--- src/pfm_pkg.sv ---
package pfm_pkg;

    // Field and register widths
    localparam int unsigned VAL_W     = 38;
    localparam int unsigned COEF_W    = 32;
    localparam int unsigned POS_W     = 6;
    localparam int unsigned COORD_W   = 16;
    localparam int unsigned CNT_W     = 7;
    localparam int unsigned PER_W     = 13;
    localparam int unsigned GRID_W    = 7;
    localparam int unsigned FOLD_W    = 12;
    localparam int unsigned DIFF_W    = 18;
    localparam int unsigned MAG_W     = 17;
    localparam int unsigned CFG_IDX_W = 1;

    // Register reset values and limits
    localparam logic [PER_W-1:0]  PERIOD_RST = 13'd64;
    localparam logic [PER_W-1:0]  PERIOD_LIM = 13'd4096;
    localparam logic [GRID_W-1:0] GRID_RST   = 7'd64;

    // Register indexes
    localparam logic [CFG_IDX_W-1:0] CFG_PERIOD = 1'b0;
    localparam logic [CFG_IDX_W-1:0] CFG_GRID   = 1'b1;

    // Input actions
    localparam logic ACT_MASK  = 1'b0;
    localparam logic ACT_COEFF = 1'b1;

    typedef struct packed {
        logic                      action;
        logic [POS_W-1:0]          position;
        logic                      mask_bit;
        logic signed [COEF_W-1:0]  coeff;
        logic signed [COORD_W-1:0] center_coord;
        logic signed [COORD_W-1:0] lower_bound;
        logic [CNT_W-1:0]          coeff_count;
        logic                      last_coeff;
    } t_in_item;

    typedef struct packed {
        logic signed [VAL_W-1:0] value;
        logic [POS_W-1:0]        grid_position;
        logic                    last;
        logic                    empty_res;
    } t_out_item;

endpackage

--- src/pfm_stream_if.sv ---
interface pfm_stream_if #(
    parameter type T = logic
);
    logic valid;
    logic ready;
    T     payload;

    modport source (output valid, output payload, input ready);
    modport sink   (input valid, input payload, output ready);
endinterface

--- src/pfm_ram.sv ---
module pfm_ram #(
    parameter int WIDTH = 38,
    parameter int DEPTH = 64
) (
    input  logic                     i_clk,
    input  logic                     i_we,
    input  logic [$clog2(DEPTH)-1:0] i_waddr,
    input  logic [WIDTH-1:0]         i_wdata,
    input  logic                     i_re,
    input  logic [$clog2(DEPTH)-1:0] i_raddr,
    output logic [WIDTH-1:0]         o_rdata
);
    logic [WIDTH-1:0] r_mem [DEPTH];
    logic [WIDTH-1:0] r_rdata;

    always_ff @(posedge i_clk) begin
        if (i_we) begin
            r_mem[i_waddr] <= i_wdata;
        end
    end

    // Read-first: a read at the address being written returns the old word
    always_ff @(posedge i_clk) begin
        if (i_re) begin
            r_rdata <= r_mem[i_raddr];
        end
    end

    assign o_rdata = r_rdata;
endmodule

--- src/pfm_mod.sv ---
module pfm_mod (
    input  logic                              i_clk,
    input  logic                              i_rst_n,
    input  logic                              i_start,
    input  logic signed [pfm_pkg::DIFF_W-1:0] i_diff,
    input  logic [pfm_pkg::PER_W-1:0]         i_period,
    output logic                              o_done,
    output logic [pfm_pkg::FOLD_W-1:0]        o_rem
);
    import pfm_pkg::*;

    localparam int STEP_W = $clog2(MAG_W);

    logic                r_busy;
    logic                r_done;
    logic [STEP_W-1:0]   r_step;
    logic [MAG_W-1:0]    r_mag;
    logic [PER_W-1:0]    r_rem;
    logic                r_neg;
    logic [FOLD_W-1:0]   r_res;

    logic [DIFF_W-1:0]   w_abs;
    logic [PER_W:0]      w_trial;
    logic [PER_W:0]      w_reduced;
    logic [PER_W-1:0]    n_rem;
    logic [PER_W-1:0]    w_fix;

    always_comb begin
        w_abs     = i_diff[DIFF_W-1] ? (~i_diff + DIFF_W'(1)) : i_diff;
        w_trial   = {r_rem, r_mag[MAG_W-1]};
        w_reduced = (w_trial >= {1'b0, i_period}) ? (w_trial - {1'b0, i_period}) : w_trial;
        n_rem     = w_reduced[PER_W-1:0];
        // True modulo: a negative dividend with nonzero remainder folds up
        w_fix     = (r_neg && (n_rem != '0)) ? (i_period - n_rem) : n_rem;
    end

    always_ff @(posedge i_clk) begin
        if (!i_rst_n) begin
            r_busy <= 1'b0;
            r_done <= 1'b0;
        end else begin
            r_done <= 1'b0;
            if (i_start) begin
                r_busy <= 1'b1;
            end else if (r_busy && (r_step == STEP_W'(MAG_W - 1))) begin
                r_busy <= 1'b0;
                r_done <= 1'b1;
            end
        end
    end

    always_ff @(posedge i_clk) begin
        if (i_start) begin
            r_step <= '0;
            r_mag  <= w_abs[MAG_W-1:0];
            r_rem  <= '0;
            r_neg  <= i_diff[DIFF_W-1];
        end else if (r_busy) begin
            r_step <= r_step + STEP_W'(1);
            r_mag  <= {r_mag[MAG_W-2:0], 1'b0};
            r_rem  <= n_rem;
            if (r_step == STEP_W'(MAG_W - 1)) begin
                r_res <= w_fix[FOLD_W-1:0];
            end
        end
    end

    assign o_done = r_done;
    assign o_rem  = r_res;
endmodule

--- src/periodic_fold_and_mask_compact.sv ---
// Mask item: taken in IDLE, and the block stays in IDLE. First coefficient of a job:
// input held while the 17-step remainder unit finds the fold start. Further
// coefficients: taken back to back, one read-modify-write of the accumulator RAM
// each (none for a dropped position), with forwarding of the prior write. Last
// coefficient: input held through DRAIN, the SCAN/DATA walk of kept positions, FLUSH
// and output stalls. Reset (synchronous, active low): config to 64/64, keep bits
module periodic_fold_and_mask_compact #(
    parameter int GRID_MAX = 64
) (
    input  logic                              i_clk,
    input  logic                              i_rst_n,
    input  logic                              i_cfg_we,
    input  logic [pfm_pkg::CFG_IDX_W-1:0]     i_cfg_idx,
    input  logic [pfm_pkg::PER_W-1:0]         i_cfg_data,
    pfm_stream_if.sink                        i_in,
    pfm_stream_if.source                      o_out
);
    // and job state cleared.
    import pfm_pkg::*;

    localparam int AW = $clog2(GRID_MAX);
    localparam int IW = AW + 1;

    typedef enum logic [5:0] {
        ST_IDLE  = 6'b000001,
        ST_START = 6'b000010,
        ST_DRAIN = 6'b000100,
        ST_SCAN  = 6'b001000,
        ST_DATA  = 6'b010000,
        ST_FLUSH = 6'b100000
    } t_state;

    t_state               r_state;
    t_state               n_state;

    // Configuration
    logic [PER_W-1:0]     r_period;
    logic [GRID_W-1:0]    r_grid;
    logic [PER_W-1:0]     w_p_eff;
    logic [IW-1:0]        w_g_eff;

    // Per-position flags: keep bits, and "written this job" marks that stand
    // in for clearing the accumulator RAM at job start
    logic [GRID_MAX-1:0]  r_keep;
    logic [GRID_MAX-1:0]  r_touch;

    logic                 r_job_open;
    logic [FOLD_W-1:0]    r_fold;

    // First coefficient parked while the start position is computed
    logic signed [COEF_W-1:0] r_first_coeff;
    logic                 r_first_last;

    // Write-back stage of the read-modify-write
    logic                 r_s1_valid;
    logic [AW-1:0]        r_s1_addr;
    logic signed [COEF_W-1:0] r_s1_coeff;

    // Last write, kept for forwarding past the read-first RAM
    logic                 r_wr_valid;
    logic [AW-1:0]        r_wr_addr;
    logic [VAL_W-1:0]     r_wr_data;

    // Walk
    logic [IW-1:0]        r_idx;
    logic                 r_hold_valid;
    logic [VAL_W-1:0]     r_hold_value;
    logic [POS_W-1:0]     r_hold_pos;

    logic                 r_out_valid;
    t_out_item            r_out;

    // Handshake and decode
    logic                 w_acc;
    logic                 w_acc_mask;
    logic                 w_acc_coeff;
    logic                 w_mod_start;
    logic                 w_mod_done;
    logic [FOLD_W-1:0]    w_mod_rem;
    logic [CNT_W-1:0]     w_cnt_m1;
    logic [CNT_W-2:0]     w_half;
    logic signed [DIFF_W-1:0] w_diff;
    logic [AW-1:0]        w_keep_addr;

    // Coefficient issue
    logic                 w_issue;
    logic                 w_issue_hit;
    logic [FOLD_W-1:0]    w_issue_fold;
    logic signed [COEF_W-1:0] w_issue_coeff;
    logic [PER_W-1:0]     w_fold_inc;
    logic [FOLD_W-1:0]    w_fold_next;

    // Accumulate
    logic [VAL_W-1:0]     w_base;
    logic [VAL_W-1:0]     w_sum;

    // Walk decode
    logic                 w_scan_in;
    logic                 w_scan_keep;
    logic                 w_data_leave;
    logic [VAL_W-1:0]     w_data_val;
    logic                 w_out_free;

    // RAM port
    logic                 w_re;
    logic [AW-1:0]        w_raddr;
    logic [VAL_W-1:0]     w_rdata;

    // ---------------------------------------------------------------------
    // Effective configuration: zero period acts as one, clamp both ranges
    // ---------------------------------------------------------------------
    always_comb begin
        if (r_period == '0) begin
            w_p_eff = PER_W'(1);
        end else if (r_period > PERIOD_LIM) begin
            w_p_eff = PERIOD_LIM;
        end else begin
            w_p_eff = r_period;
        end
        w_g_eff = (32'(r_grid) > GRID_MAX) ? IW'(GRID_MAX) : IW'(r_grid);
    end

    // ---------------------------------------------------------------------
    // Input decode. A transfer is taken only in IDLE.
    // ---------------------------------------------------------------------
    assign i_in.ready  = (r_state == ST_IDLE);
    assign w_acc       = i_in.valid && i_in.ready;
    assign w_acc_mask  = w_acc && (i_in.payload.action == ACT_MASK);
    assign w_acc_coeff = w_acc && (i_in.payload.action == ACT_COEFF);
    assign w_mod_start = w_acc_coeff && !r_job_open;
    assign w_keep_addr = AW'(i_in.payload.position);

    // Fold start offset: center - lower - (count-1)/2, count zero gives zero
    always_comb begin
        w_cnt_m1 = i_in.payload.coeff_count - CNT_W'(1);
        w_half   = (i_in.payload.coeff_count == '0) ? '0 : w_cnt_m1[CNT_W-1:1];
        w_diff   = DIFF_W'(i_in.payload.center_coord) - DIFF_W'(i_in.payload.lower_bound)
                 - DIFF_W'(w_half);
    end

    pfm_mod u_mod (
        .i_clk    (i_clk),
        .i_rst_n  (i_rst_n),
        .i_start  (w_mod_start),
        .i_diff   (w_diff),
        .i_period (w_p_eff),
        .o_done   (w_mod_done),
        .o_rem    (w_mod_rem)
    );

    // ---------------------------------------------------------------------
    // Coefficient issue: read the accumulator at the fold position, advance
    // the fold with wrap at the period. Positions at or past the kept grid
    // length drop.
    // ---------------------------------------------------------------------
    always_comb begin
        w_issue       = (w_acc_coeff && r_job_open) || ((r_state == ST_START) && w_mod_done);
        w_issue_fold  = (r_state == ST_START) ? w_mod_rem : r_fold;
        w_issue_coeff = (r_state == ST_START) ? r_first_coeff : i_in.payload.coeff;
        w_issue_hit   = w_issue && (32'(w_issue_fold) < 32'(w_g_eff));
        w_fold_inc    = PER_W'(w_issue_fold) + PER_W'(1);
        w_fold_next   = (w_fold_inc >= w_p_eff) ? '0 : w_fold_inc[FOLD_W-1:0];
    end

    // Write-back: unwritten entries read as zero; forward the write of the
    // previous cycle, which the read-first RAM did not yet return
    always_comb begin
        if (!r_touch[r_s1_addr]) begin
            w_base = '0;
        end else if (r_wr_valid && (r_wr_addr == r_s1_addr)) begin
            w_base = r_wr_data;
        end else begin
            w_base = w_rdata;
        end
        w_sum = w_base + {{(VAL_W - COEF_W){r_s1_coeff[COEF_W-1]}}, r_s1_coeff};
    end

    // ---------------------------------------------------------------------
    // Walk decode
    // ---------------------------------------------------------------------
    always_comb begin
        w_out_free   = !r_out_valid || o_out.ready;
        w_scan_in    = 32'(r_idx) < 32'(w_g_eff);
        w_scan_keep  = w_scan_in && r_keep[r_idx[AW-1:0]];
        w_data_leave = !r_hold_valid || w_out_free;
        w_data_val   = r_touch[r_idx[AW-1:0]] ? w_rdata : '0;
    end

    assign w_re    = w_issue_hit || ((r_state == ST_SCAN) && w_scan_keep);
    assign w_raddr = (r_state == ST_SCAN) ? r_idx[AW-1:0] : w_issue_fold[AW-1:0];

    pfm_ram #(
        .WIDTH (VAL_W),
        .DEPTH (GRID_MAX)
    ) u_acc_ram (
        .i_clk   (i_clk),
        .i_we    (r_s1_valid),
        .i_waddr (r_s1_addr),
        .i_wdata (w_sum),
        .i_re    (w_re),
        .i_raddr (w_raddr),
        .o_rdata (w_rdata)
    );

    // ---------------------------------------------------------------------
    // Sequencer
    // ---------------------------------------------------------------------
    always_comb begin
        n_state = r_state;
        unique case (r_state)
            ST_IDLE: begin
                if (w_acc_coeff) begin
                    if (!r_job_open) begin
                        n_state = ST_START;
                    end else if (i_in.payload.last_coeff) begin
                        n_state = ST_DRAIN;
                    end
                end
            end
            ST_START: begin
                if (w_mod_done) begin
                    n_state = r_first_last ? ST_DRAIN : ST_IDLE;
                end
            end
            // Let the final write-back land before the walk reads
            ST_DRAIN: n_state = ST_SCAN;
            ST_SCAN: begin
                if (!w_scan_in) begin
                    n_state = ST_FLUSH;
                end else if (w_scan_keep) begin
                    n_state = ST_DATA;
                end
            end
            ST_DATA: begin
                if (w_data_leave) begin
                    n_state = ST_SCAN;
                end
            end
            ST_FLUSH: begin
                if (w_out_free) begin
                    n_state = ST_IDLE;
                end
            end
            default: n_state = ST_IDLE;
        endcase
    end

    // Control state
    always_ff @(posedge i_clk) begin
        if (!i_rst_n) begin
            r_state      <= ST_IDLE;
            r_period     <= PERIOD_RST;
            r_grid       <= GRID_RST;
            r_keep       <= '0;
            r_touch      <= '0;
            r_job_open   <= 1'b0;
            r_fold       <= '0;
            r_s1_valid   <= 1'b0;
            r_wr_valid   <= 1'b0;
            r_idx        <= '0;
            r_hold_valid <= 1'b0;
            r_out_valid  <= 1'b0;
        end else begin
            r_state <= n_state;

            if (i_cfg_we) begin
                unique case (i_cfg_idx)
                    CFG_PERIOD: r_period <= i_cfg_data;
                    CFG_GRID:   r_grid   <= i_cfg_data[GRID_W-1:0];
                    default:    ;
                endcase
            end

            // Keep bits: drop positions past the grid
            if (w_acc_mask && (32'(i_in.payload.position) < GRID_MAX)) begin
                r_keep[w_keep_addr] <= i_in.payload.mask_bit;
            end

            // Job start clears the written marks; write-back sets them
            if (w_mod_start) begin
                r_touch <= '0;
            end
            if (r_s1_valid) begin
                r_touch[r_s1_addr] <= 1'b1;
            end

            if ((r_state == ST_START) && w_mod_done) begin
                r_job_open <= !r_first_last;
            end else if (w_acc_coeff && r_job_open && i_in.payload.last_coeff) begin
                r_job_open <= 1'b0;
            end

            if (w_issue) begin
                r_fold <= w_fold_next;
            end

            r_s1_valid <= w_issue_hit;
            r_wr_valid <= r_s1_valid;

            // Walk index
            if (r_state == ST_DRAIN) begin
                r_idx <= '0;
            end else if ((r_state == ST_SCAN) && w_scan_in && !w_scan_keep) begin
                r_idx <= r_idx + IW'(1);
            end else if ((r_state == ST_DATA) && w_data_leave) begin
                r_idx <= r_idx + IW'(1);
            end

            // Hold register: fill on each kept value, empty at the flush
            if ((r_state == ST_DATA) && w_data_leave) begin
                r_hold_valid <= 1'b1;
            end else if ((r_state == ST_FLUSH) && w_out_free) begin
                r_hold_valid <= 1'b0;
            end

            // Output register: reload when a result moves in, drop on transfer
            if (((r_state == ST_DATA) && w_data_leave && r_hold_valid)
                    || ((r_state == ST_FLUSH) && w_out_free)) begin
                r_out_valid <= 1'b1;
            end else if (o_out.ready) begin
                r_out_valid <= 1'b0;
            end
        end
    end

    // Payload
    always_ff @(posedge i_clk) begin
        if (w_mod_start) begin
            r_first_coeff <= i_in.payload.coeff;
            r_first_last  <= i_in.payload.last_coeff;
        end
        if (w_issue_hit) begin
            r_s1_addr  <= w_issue_fold[AW-1:0];
            r_s1_coeff <= w_issue_coeff;
        end
        if (r_s1_valid) begin
            r_wr_addr <= r_s1_addr;
            r_wr_data <= w_sum;
        end

        // A kept value waits in the hold register until the next kept one
        // shows up, so the final one can be marked last
        if ((r_state == ST_DATA) && w_data_leave) begin
            r_hold_value <= w_data_val;
            r_hold_pos   <= POS_W'(r_idx);
            if (r_hold_valid) begin
                r_out.value         <= r_hold_value;
                r_out.grid_position <= r_hold_pos;
                r_out.last          <= 1'b0;
                r_out.empty_res     <= 1'b0;
            end
        end else if ((r_state == ST_FLUSH) && w_out_free) begin
            if (r_hold_valid) begin
                r_out.value         <= r_hold_value;
                r_out.grid_position <= r_hold_pos;
                r_out.empty_res     <= 1'b0;
            end else begin
                r_out.value         <= '0;
                r_out.grid_position <= '0;
                r_out.empty_res     <= 1'b1;
            end
            r_out.last <= 1'b1;
        end
    end

    assign o_out.valid   = r_out_valid;
    assign o_out.payload = r_out;

    // ---------------------------------------------------------------------
    // Assertions
    // ---------------------------------------------------------------------
    a_no_writeback_in_scan: assert property (@(posedge i_clk) disable iff (!i_rst_n)
        (r_state == ST_SCAN) |-> !r_s1_valid)
        else $error("write-back pending while walk reads the accumulators");

    a_mod_done_in_start: assert property (@(posedge i_clk) disable iff (!i_rst_n)
        w_mod_done |-> (r_state == ST_START))
        else $error("remainder unit finished outside job start");

    a_empty_is_last: assert property (@(posedge i_clk) disable iff (!i_rst_n)
        (r_out_valid && r_out.empty_res) |-> r_out.last)
        else $error("empty result not marked last");

endmodule

--- src/flat_wrapper.sv ---
// flat-port wrapper written by rule: the top's interface ports become plain ports
module periodic_fold_and_mask_compact_flat import pfm_pkg::*;
#(
    parameter int GRID_MAX = 64
)
  (i_clk, i_rst_n, i_cfg_we, i_cfg_idx, i_cfg_data, i_in_valid, i_in_payload, i_in_ready, o_out_valid, o_out_payload, o_out_ready);
  pfm_stream_if #(.T(t_in_item)) i_in_i ();
  pfm_stream_if #(.T(t_out_item)) o_out_i ();
  input  logic i_clk;
  input  logic i_rst_n;
  input  logic i_cfg_we;
  input  logic [pfm_pkg::CFG_IDX_W-1:0] i_cfg_idx;
  input  logic [pfm_pkg::PER_W-1:0] i_cfg_data;
  input wire logic [$bits(i_in_i.valid)-1:0] i_in_valid;
  input wire logic [$bits(i_in_i.payload)-1:0] i_in_payload;
  output wire logic [$bits(i_in_i.ready)-1:0] i_in_ready;
  output wire logic [$bits(o_out_i.valid)-1:0] o_out_valid;
  output wire logic [$bits(o_out_i.payload)-1:0] o_out_payload;
  input wire logic [$bits(o_out_i.ready)-1:0] o_out_ready;
  assign i_in_i.valid = i_in_valid;
  assign i_in_i.payload = i_in_payload;
  assign i_in_ready = i_in_i.ready;
  assign o_out_valid = o_out_i.valid;
  assign o_out_payload = o_out_i.payload;
  assign o_out_i.ready = o_out_ready;
  periodic_fold_and_mask_compact #(.GRID_MAX(GRID_MAX)) u_core (.i_clk(i_clk), .i_rst_n(i_rst_n), .i_cfg_we(i_cfg_we), .i_cfg_idx(i_cfg_idx), .i_cfg_data(i_cfg_data), .i_in(i_in_i), .o_out(o_out_i));
endmodule
--- config.mk ---
export PLATFORM = sky130hd
export DESIGN_NAME = periodic_fold_and_mask_compact_flat
export DESIGN_NICKNAME = d
export VERILOG_FILES = /design/src/pfm_pkg.sv /design/src/pfm_stream_if.sv /design/src/pfm_ram.sv /design/src/pfm_mod.sv /design/src/periodic_fold_and_mask_compact.sv /design/src/flat_wrapper.sv
export SDC_FILE = /design/constraint.sdc
export NUM_CORES = 2
export LEC_CHECK = 0
export BUFFER_PORTS_ARGS = -buffer_cell sky130_fd_sc_hd__buf_2
export CORE_MARGIN = 3
export CORE_UTILIZATION = 60
export CTS_BUF_LIST = sky130_fd_sc_hd__clkbuf_4 sky130_fd_sc_hd__clkbuf_8
export DETAILED_ROUTE_END_ITERATION = 10
export GPL_ROUTABILITY_DRIVEN = 0
export HOLD_SLACK_MARGIN = 0.12
export PLACE_DENSITY = 0.74
export SYNTH_ARGS = -nofsm -noshare
export SYNTH_HDL_FRONTEND = slang
export SYNTH_HIERARCHICAL = 1
export SYNTH_SLANG_ARGS = --single-unit
--- constraint.sdc ---
create_clock -name i_clk -period 10.8 [get_ports i_clk]
set_input_delay 0 -clock i_clk [delete_from_list [all_inputs] [get_ports i_clk]]
set_output_delay 0 -clock i_clk [all_outputs]
set_load 0.005 [all_outputs]
* After elaboration in Yosys (flattened, before gate mapping)
Memory sizes are Yosys's and may differ from the RTL's. A register that Yosys moved wholly into a read port is not among the register bits. Index checks and enable logic that the tools add are counted. Widths: inputs -> output; s select.
Word-level totals: memories kept 1, bits in writable memories 2432, latch bits 0, input port bits 99, memory bits (read-only) 0, flip-flop bits (word level) 433
Cells by class: eq/ne operators 15, div/mod/pow operators 0, bitwise gates (word level) 6, $mul 0, muxes and demuxes 57, add/sub/neg operators 10, reduce and logical (&&, ||, !) cells 46, order comparisons 11, shifts and indexed selects 0
Memory list:
- u_core.u_acc_ram.r_mem | depth 64, width 38, read ports 1, clocked after Yosys merged registers in 1, wr ports 1, line pfm_ram.sv:13 | logic [WIDTH-1:0] r_mem [DEPTH];
Operators with widths (count):
- $mux 64 | 3
- $mux 46 | 3
- $mux 38 | 2
- $bwmux 64 | 1
- $or 64x64->64 | 1
- $mux 6 | 10
- $mux 17 | 3
- $mux 44 | 1
- $mux 13 | 3
- $add 38x38->38 | 1
- $mux 12 | 3
- $pmux 6 s6 | 1
- $mux 32 | 1
- $lt 6x7->1 const B | 3
- $mux 7 | 3
- $logic_and 1x1->1 | 20
- $bmux 1 s6 | 3
- $sub 18x6->18 | 1
- $add 17x2->17 const B | 1
- $mux 1 | 17
- $not 17->17 | 1
- $sub 16x16->17 | 1
- $ge 14x13->1 | 1
- $add 12x1->13 const B | 1
- other kinds (35) | 60

* Depth between registers and ports, before layout
word-level depth 8, mapped depth 24, gate-level depth less buffers 23

* By module
The synthesis kept the hierarchy.
By module, submodules not included:
- pfm_ram | instances 1, area each 93319.5 um2, cells each 3989, seq. area each 74171.1 um2
- periodic_fold_and_mask_compact | instances 1, area each 20799.9 um2, cells each 2053, seq. area each 9719.3 um2
- pfm_mod | instances 1, area each 3606.0 um2, cells each 390, seq. area each 1301.2 um2

* Least setup slack after synthesis
Ideal clock, no wire load.
path type register to register, from register u_core.r_s1_addr[2], to register u_core.r_wr_data[24] (data pin), stages on the path, launching flop included 23, clock period less this slack 7.018 ns, data arrival time 6.445 ns, path slack 3.782 ns, setup time 0.573 ns, required time 10.227 ns, buffers on the path 5, path through edfxtp_1 -> buf_2 -> buf_2 -> clkbuf_1 -> xnor2_1 -> nand4_1 -> nor4_1 -> clkbuf_1 -> buf_2 -> mux2i_1 -> nor2_1 -> ha_1 -> inv_1 -> fa_1 -> nor2b_1 -> o21ai_0 -> a211oi_1 -> o22ai_1 -> o21ai_0 -> a211oi_1 -> o31ai_1 -> a21oi_1 -> xnor2_1
On the way: longest elaborated chain between the ends 5
Ends and longest elaborated chain:
- from (decl) | line periodic_fold_and_mask_compact.sv:56 | logic [AW-1:0] r_s1_addr;
- from (signal assigned) | line periodic_fold_and_mask_compact.sv:333 | r_s1_addr <= w_issue_fold[AW-1:0];
- branches (longest 3 deep; another with $bmux 1 s6)
- $mux 38 * | line periodic_fold_and_mask_compact.sv:168 | if (!r_touch[r_s1_addr]) begin
- $add 38x38->38 * | line periodic_fold_and_mask_compact.sv:175 | w_sum = w_base + {{(VAL_W - COEF_W){r_s1_coeff[COEF_W-1]}}, r_s1_coeff};
- named net u_core.w_sum[24] | line periodic_fold_and_mask_compact.sv:95 | logic [VAL_W-1:0] w_sum;
- to (signal assigned) | line periodic_fold_and_mask_compact.sv:338 | r_wr_data <= w_sum;
- to (decl) | line periodic_fold_and_mask_compact.sv:62 | logic [VAL_W-1:0] r_wr_data;
Mark *: on every way through the listed nets, which the timed path passes. The select of a mux whose other input is x is not followed. A chain may end at the register's enable or synchronous reset.

* Worst setup path after layout
from register u_core.r_s1_addr[2], to memory u_core.u_acc_ram.r_mem[1][36] (data pin)
On the way: longest elaborated chain between the ends 5
Ends and longest elaborated chain (line):
- branches (longest 3 deep; another with $bmux 1 s6)
- $mux 38 * | periodic_fold_and_mask_compact.sv:168
- $add 38x38->38 * | periodic_fold_and_mask_compact.sv:175
- named net u_core.w_sum[36] | periodic_fold_and_mask_compact.sv:95
- to (decl) | pfm_ram.sv:13
Marked as above.

==> impl_results.md <==
* Status: finished, final reports clean
* I/O Pins at 147
* Internal power at 18.1 mW
* Most common library cell in the layout ignoring fill and taps: edfxtp_1
* Critical Path Start Type: flop
* RSZ-0062 raised after global routing: false
* H-tree depth at 5
* Clk buf depth at 4
* Cells after Synth at 6432
* Total core area at 194000 um^2
* CP Cell Sequence: buf_4 -> mux2_2 -> a22oi_1 -> nor2_1 -> o31ai_1 -> o311ai_0 -> nor4b_2 -> buf_4 -> nor2_1 -> ha_1 -> a21oi_1 -> o21ai_0 -> a21oi_1 -> o22ai_1 -> a2111oi_0 -> a21boi_0 -> o41ai_1 -> a211o_2
* Fin crit share at 66.0%
* Comb pwr share at 10.9%
* Hold Fails Final Rpt at 0
* Maximum VDD drop at 0.127 mV
* Syn nets at 6658
* Pins Over Slew Limit at 0
* Multi-input gate area at 31500 um^2
* Number of remaining DRC errors at 0
* Final WL at 307 mm
* Antenna violations before repair at 16
* Dpl cell area at 123000 um^2
* Routed WL per cell at 30.5 um
* Setup bufs post-CTS at 0
* Synthesis Warnings at 6
* CTS root buf: clkbuf_8
* Minimum clock period at 7.13 ns
* F_max at 0.140 GHz
* Die Y at 449 um
* Commonest register cell after synthesis: edfxtp_1
* Switch Pwr at 5.71 mW
* Required @ worst endpoint at 11.53 ns
* Synth cell types at 80
* Post-synth ARST share at 0%
* Delay-heaviest family, CP: compound AO/OA/AOI/OAI gates
* DIE AREA at 202000 um^2
* Overall Power at 23.8 mW
* Post-synth EDFFs at 2705
* Largest net degree at the start of global routing at 138
* Max transition margin at 2.41%
* Sequential share of power at 51.7%
* Syn Area/Cell at 18.3 um^2
* Number of max-cap violations at 0
* Most frequent cells in the layout: edfxtp_1, mux4_2, clkbuf_8
* CTS sink cnt at 2903
* Worst-margin pin slew at 1.46 ns
* Total CTS buffers at 453
* Number of global-route vias before repair at 66.2k
* CP Capture Type: flop
* FF+latch count, synth at 2903
* Worst Hold Class: in -> reg
* Pwr/cell area at 178 nW/um^2
* DPL Wire Length at 167 mm
* Hold slack at 0.200 ns
* Buffers on Ports at 146
* Max FO, Critical Path at 65
* GRT overflow at 0
* Post-route cell area at 134000 um^2
* Clock Latency Late Sink at 1.11 ns
* Critical path's slowest cell: a211o_2
* Final setup violation count at 0
* Vias per cell at 6.56
* Switching Share at 24.0%
* Hold_buf cts at 243
* DR pass1 iterations at 6
* Iter 0 DRT Violations at 8976
* Via count at 66.1k
* CP Buf/Inv Count at 2
* Post-cts resize count at 0
* Sequential Area at 85200 um^2
* Crit path kind: reg -> reg
* Synth-to-Final Area Change at 13.5%
* Sequential-to-total area share from yosys stat at 72.4%
* Detail Route Antenna Nets at 0
* Clk network pwr share at 37.4%
* Share of cells above drive strength 1 at 24.9%
* Tot GR Track Use at 30.5%
* Crit path largest cell delay at 0.94 ns
* First-pass GRT wire length at 447 mm
* Netlist Area Pre-Place at 118000 um^2
* Setup TNS at 0 ns
* Die X at 449 um
* Row count at 161
* Final Skew at 0.0675 ns
* Starting Density at 60.7%
* CTS clk-pin slew, worst paths at 0.06 ns
* Filler cell count in the final layout at 12.1k
* Crit path DAT at 7.86 ns
* CTS tree: done
* Leak Pwr at 42.9 nW
* Final nets at 7338
==> tightest hold or removal path, stage by stage <==
cell,delay (ns)
dlygate4sd3_1,0.52
buf_2,0.09
dlygate4sd3_1,0.55
==> through the flow <==
step	util (%)	setup WS [ns]	cells
floorplan	-	3.78	6432
global placement	63.2	3.99	9022
detailed placement	63.2	3.84	9022
CTS	68.9	3.80	10000
global route	68.9	3.21	10100
finish	68.9	3.67	10100
==> cell type report <==
class	instances	share of cell area, %
repair buffers	566	3.45
diodes	22	0.0412
inverters	113	0.318
clock buffers	588	5.49
multi-input cells	3075	23.6
flip-flops and latches	2903	63.8
clock inverters	194	0.926
well taps	2608	2.44
==> routing by layer <==
metal	vias up	GRT usage (%)	routed length, um
li1	27300	-	-
met1	33900	41.7	112000
met2	4203	46.6	143000
met3	716	8.01	36400
met4	2	14.1	15500
met5	-	0	13
==> power by group through the flow <==
stage	clock network (mW)	logic (mW)	registers (mW)
2_1_floorplan	0	1.73	12.5
3_3_place_gp	0	2.37	12.5
3_5_place_dp	0	2.41	12.5
4_1_cts	9.00	2.55	12.3
5_1_grt	9.53	2.79	12.3
6_report	8.90	2.59	12.3
==> kinds of logic (layout without fill, tap and decap cells) <==
group / count (synthesis) / count (layout) / synth area share (%)
buffers and inverters: 454 / 1461 / 1.75
adders and majority gates: 131 / 131 / 1.44
xor gates and xnor gates: 114 / 114 / 0.848
muxes: 868 / 868 / 14.3
other: 0 / 22 / 0
DFF: 2903 / 2903 / 72.4
AOI/OAI and AO/OA: 803 / 803 / 4.58
and+or+nand+nor: 1159 / 1159 / 4.69
==> path summary, 6_finish.rpt <==
kind	start	end	slack (ns)	depth (start not counted)
worst max-delay path	u_core/r_s1_addr[2]$_DFFE_PP_	u_core/u_acc_ram/r_mem[1][36]$_DFFE_PP_	3.67	18
worst min-delay path	i_in_payload[52]	u_core/r_first_coeff[12]$_DFFE_PP_	0.20	3
worst max register to register	u_core/r_s1_addr[2]$_DFFE_PP_	u_core/u_acc_ram/r_mem[1][36]$_DFFE_PP_	3.67	18
worst min register to register	u_core/r_grid[3]$_SDFFE_PN0P_	u_core/r_grid[3]$_SDFFE_PN0P_	0.48	2
==> registers in the layout, indices dropped and copies added, names as in the netlist, 17 cells and up <==
name and flops:
u_core/r_hold_value 38, u_core/u_acc_ram/o_rdata 38, u_core/r_touch 64, u_core/u_acc_ram/r_mem 2432, u_core/u_mod/r_mag 17, u_core/o_out.payload 46, u_core/r_keep 64, u_core/r_first_coeff 32
u_core/r_wr_data 38, u_core/r_s1_coeff 32
==> cell usage after synthesis (all sizes together), types with 26 or more instances <==
master | n | share of area, %
a21boi | 59 | 0.38
a21o | 26 | 0.17
a21oi | 161 | 0.68
a22oi | 221 | 1.4
and2 | 53 | 0.28
buf | 167 | 0.84
clkbuf | 174 | 0.55
dfxtp | 198 | 3.4
edfxtp | 2705 | 69
ha | 119 | 1.3
inv | 113 | 0.36
mux2 | 44 | 0.42
mux2i | 175 | 1.5
mux4 | 649 | 12
nand2 | 371 | 1.2
nand3 | 51 | 0.22
nor2 | 310 | 0.99
nor2b | 178 | 0.95
nor3 | 51 | 0.23
o21ai | 92 | 0.39
o221ai | 34 | 0.25
o22ai | 102 | 0.54
xnor2 | 66 | 0.49
xor2 | 48 | 0.36
Power figures use the tool's default switching activity.
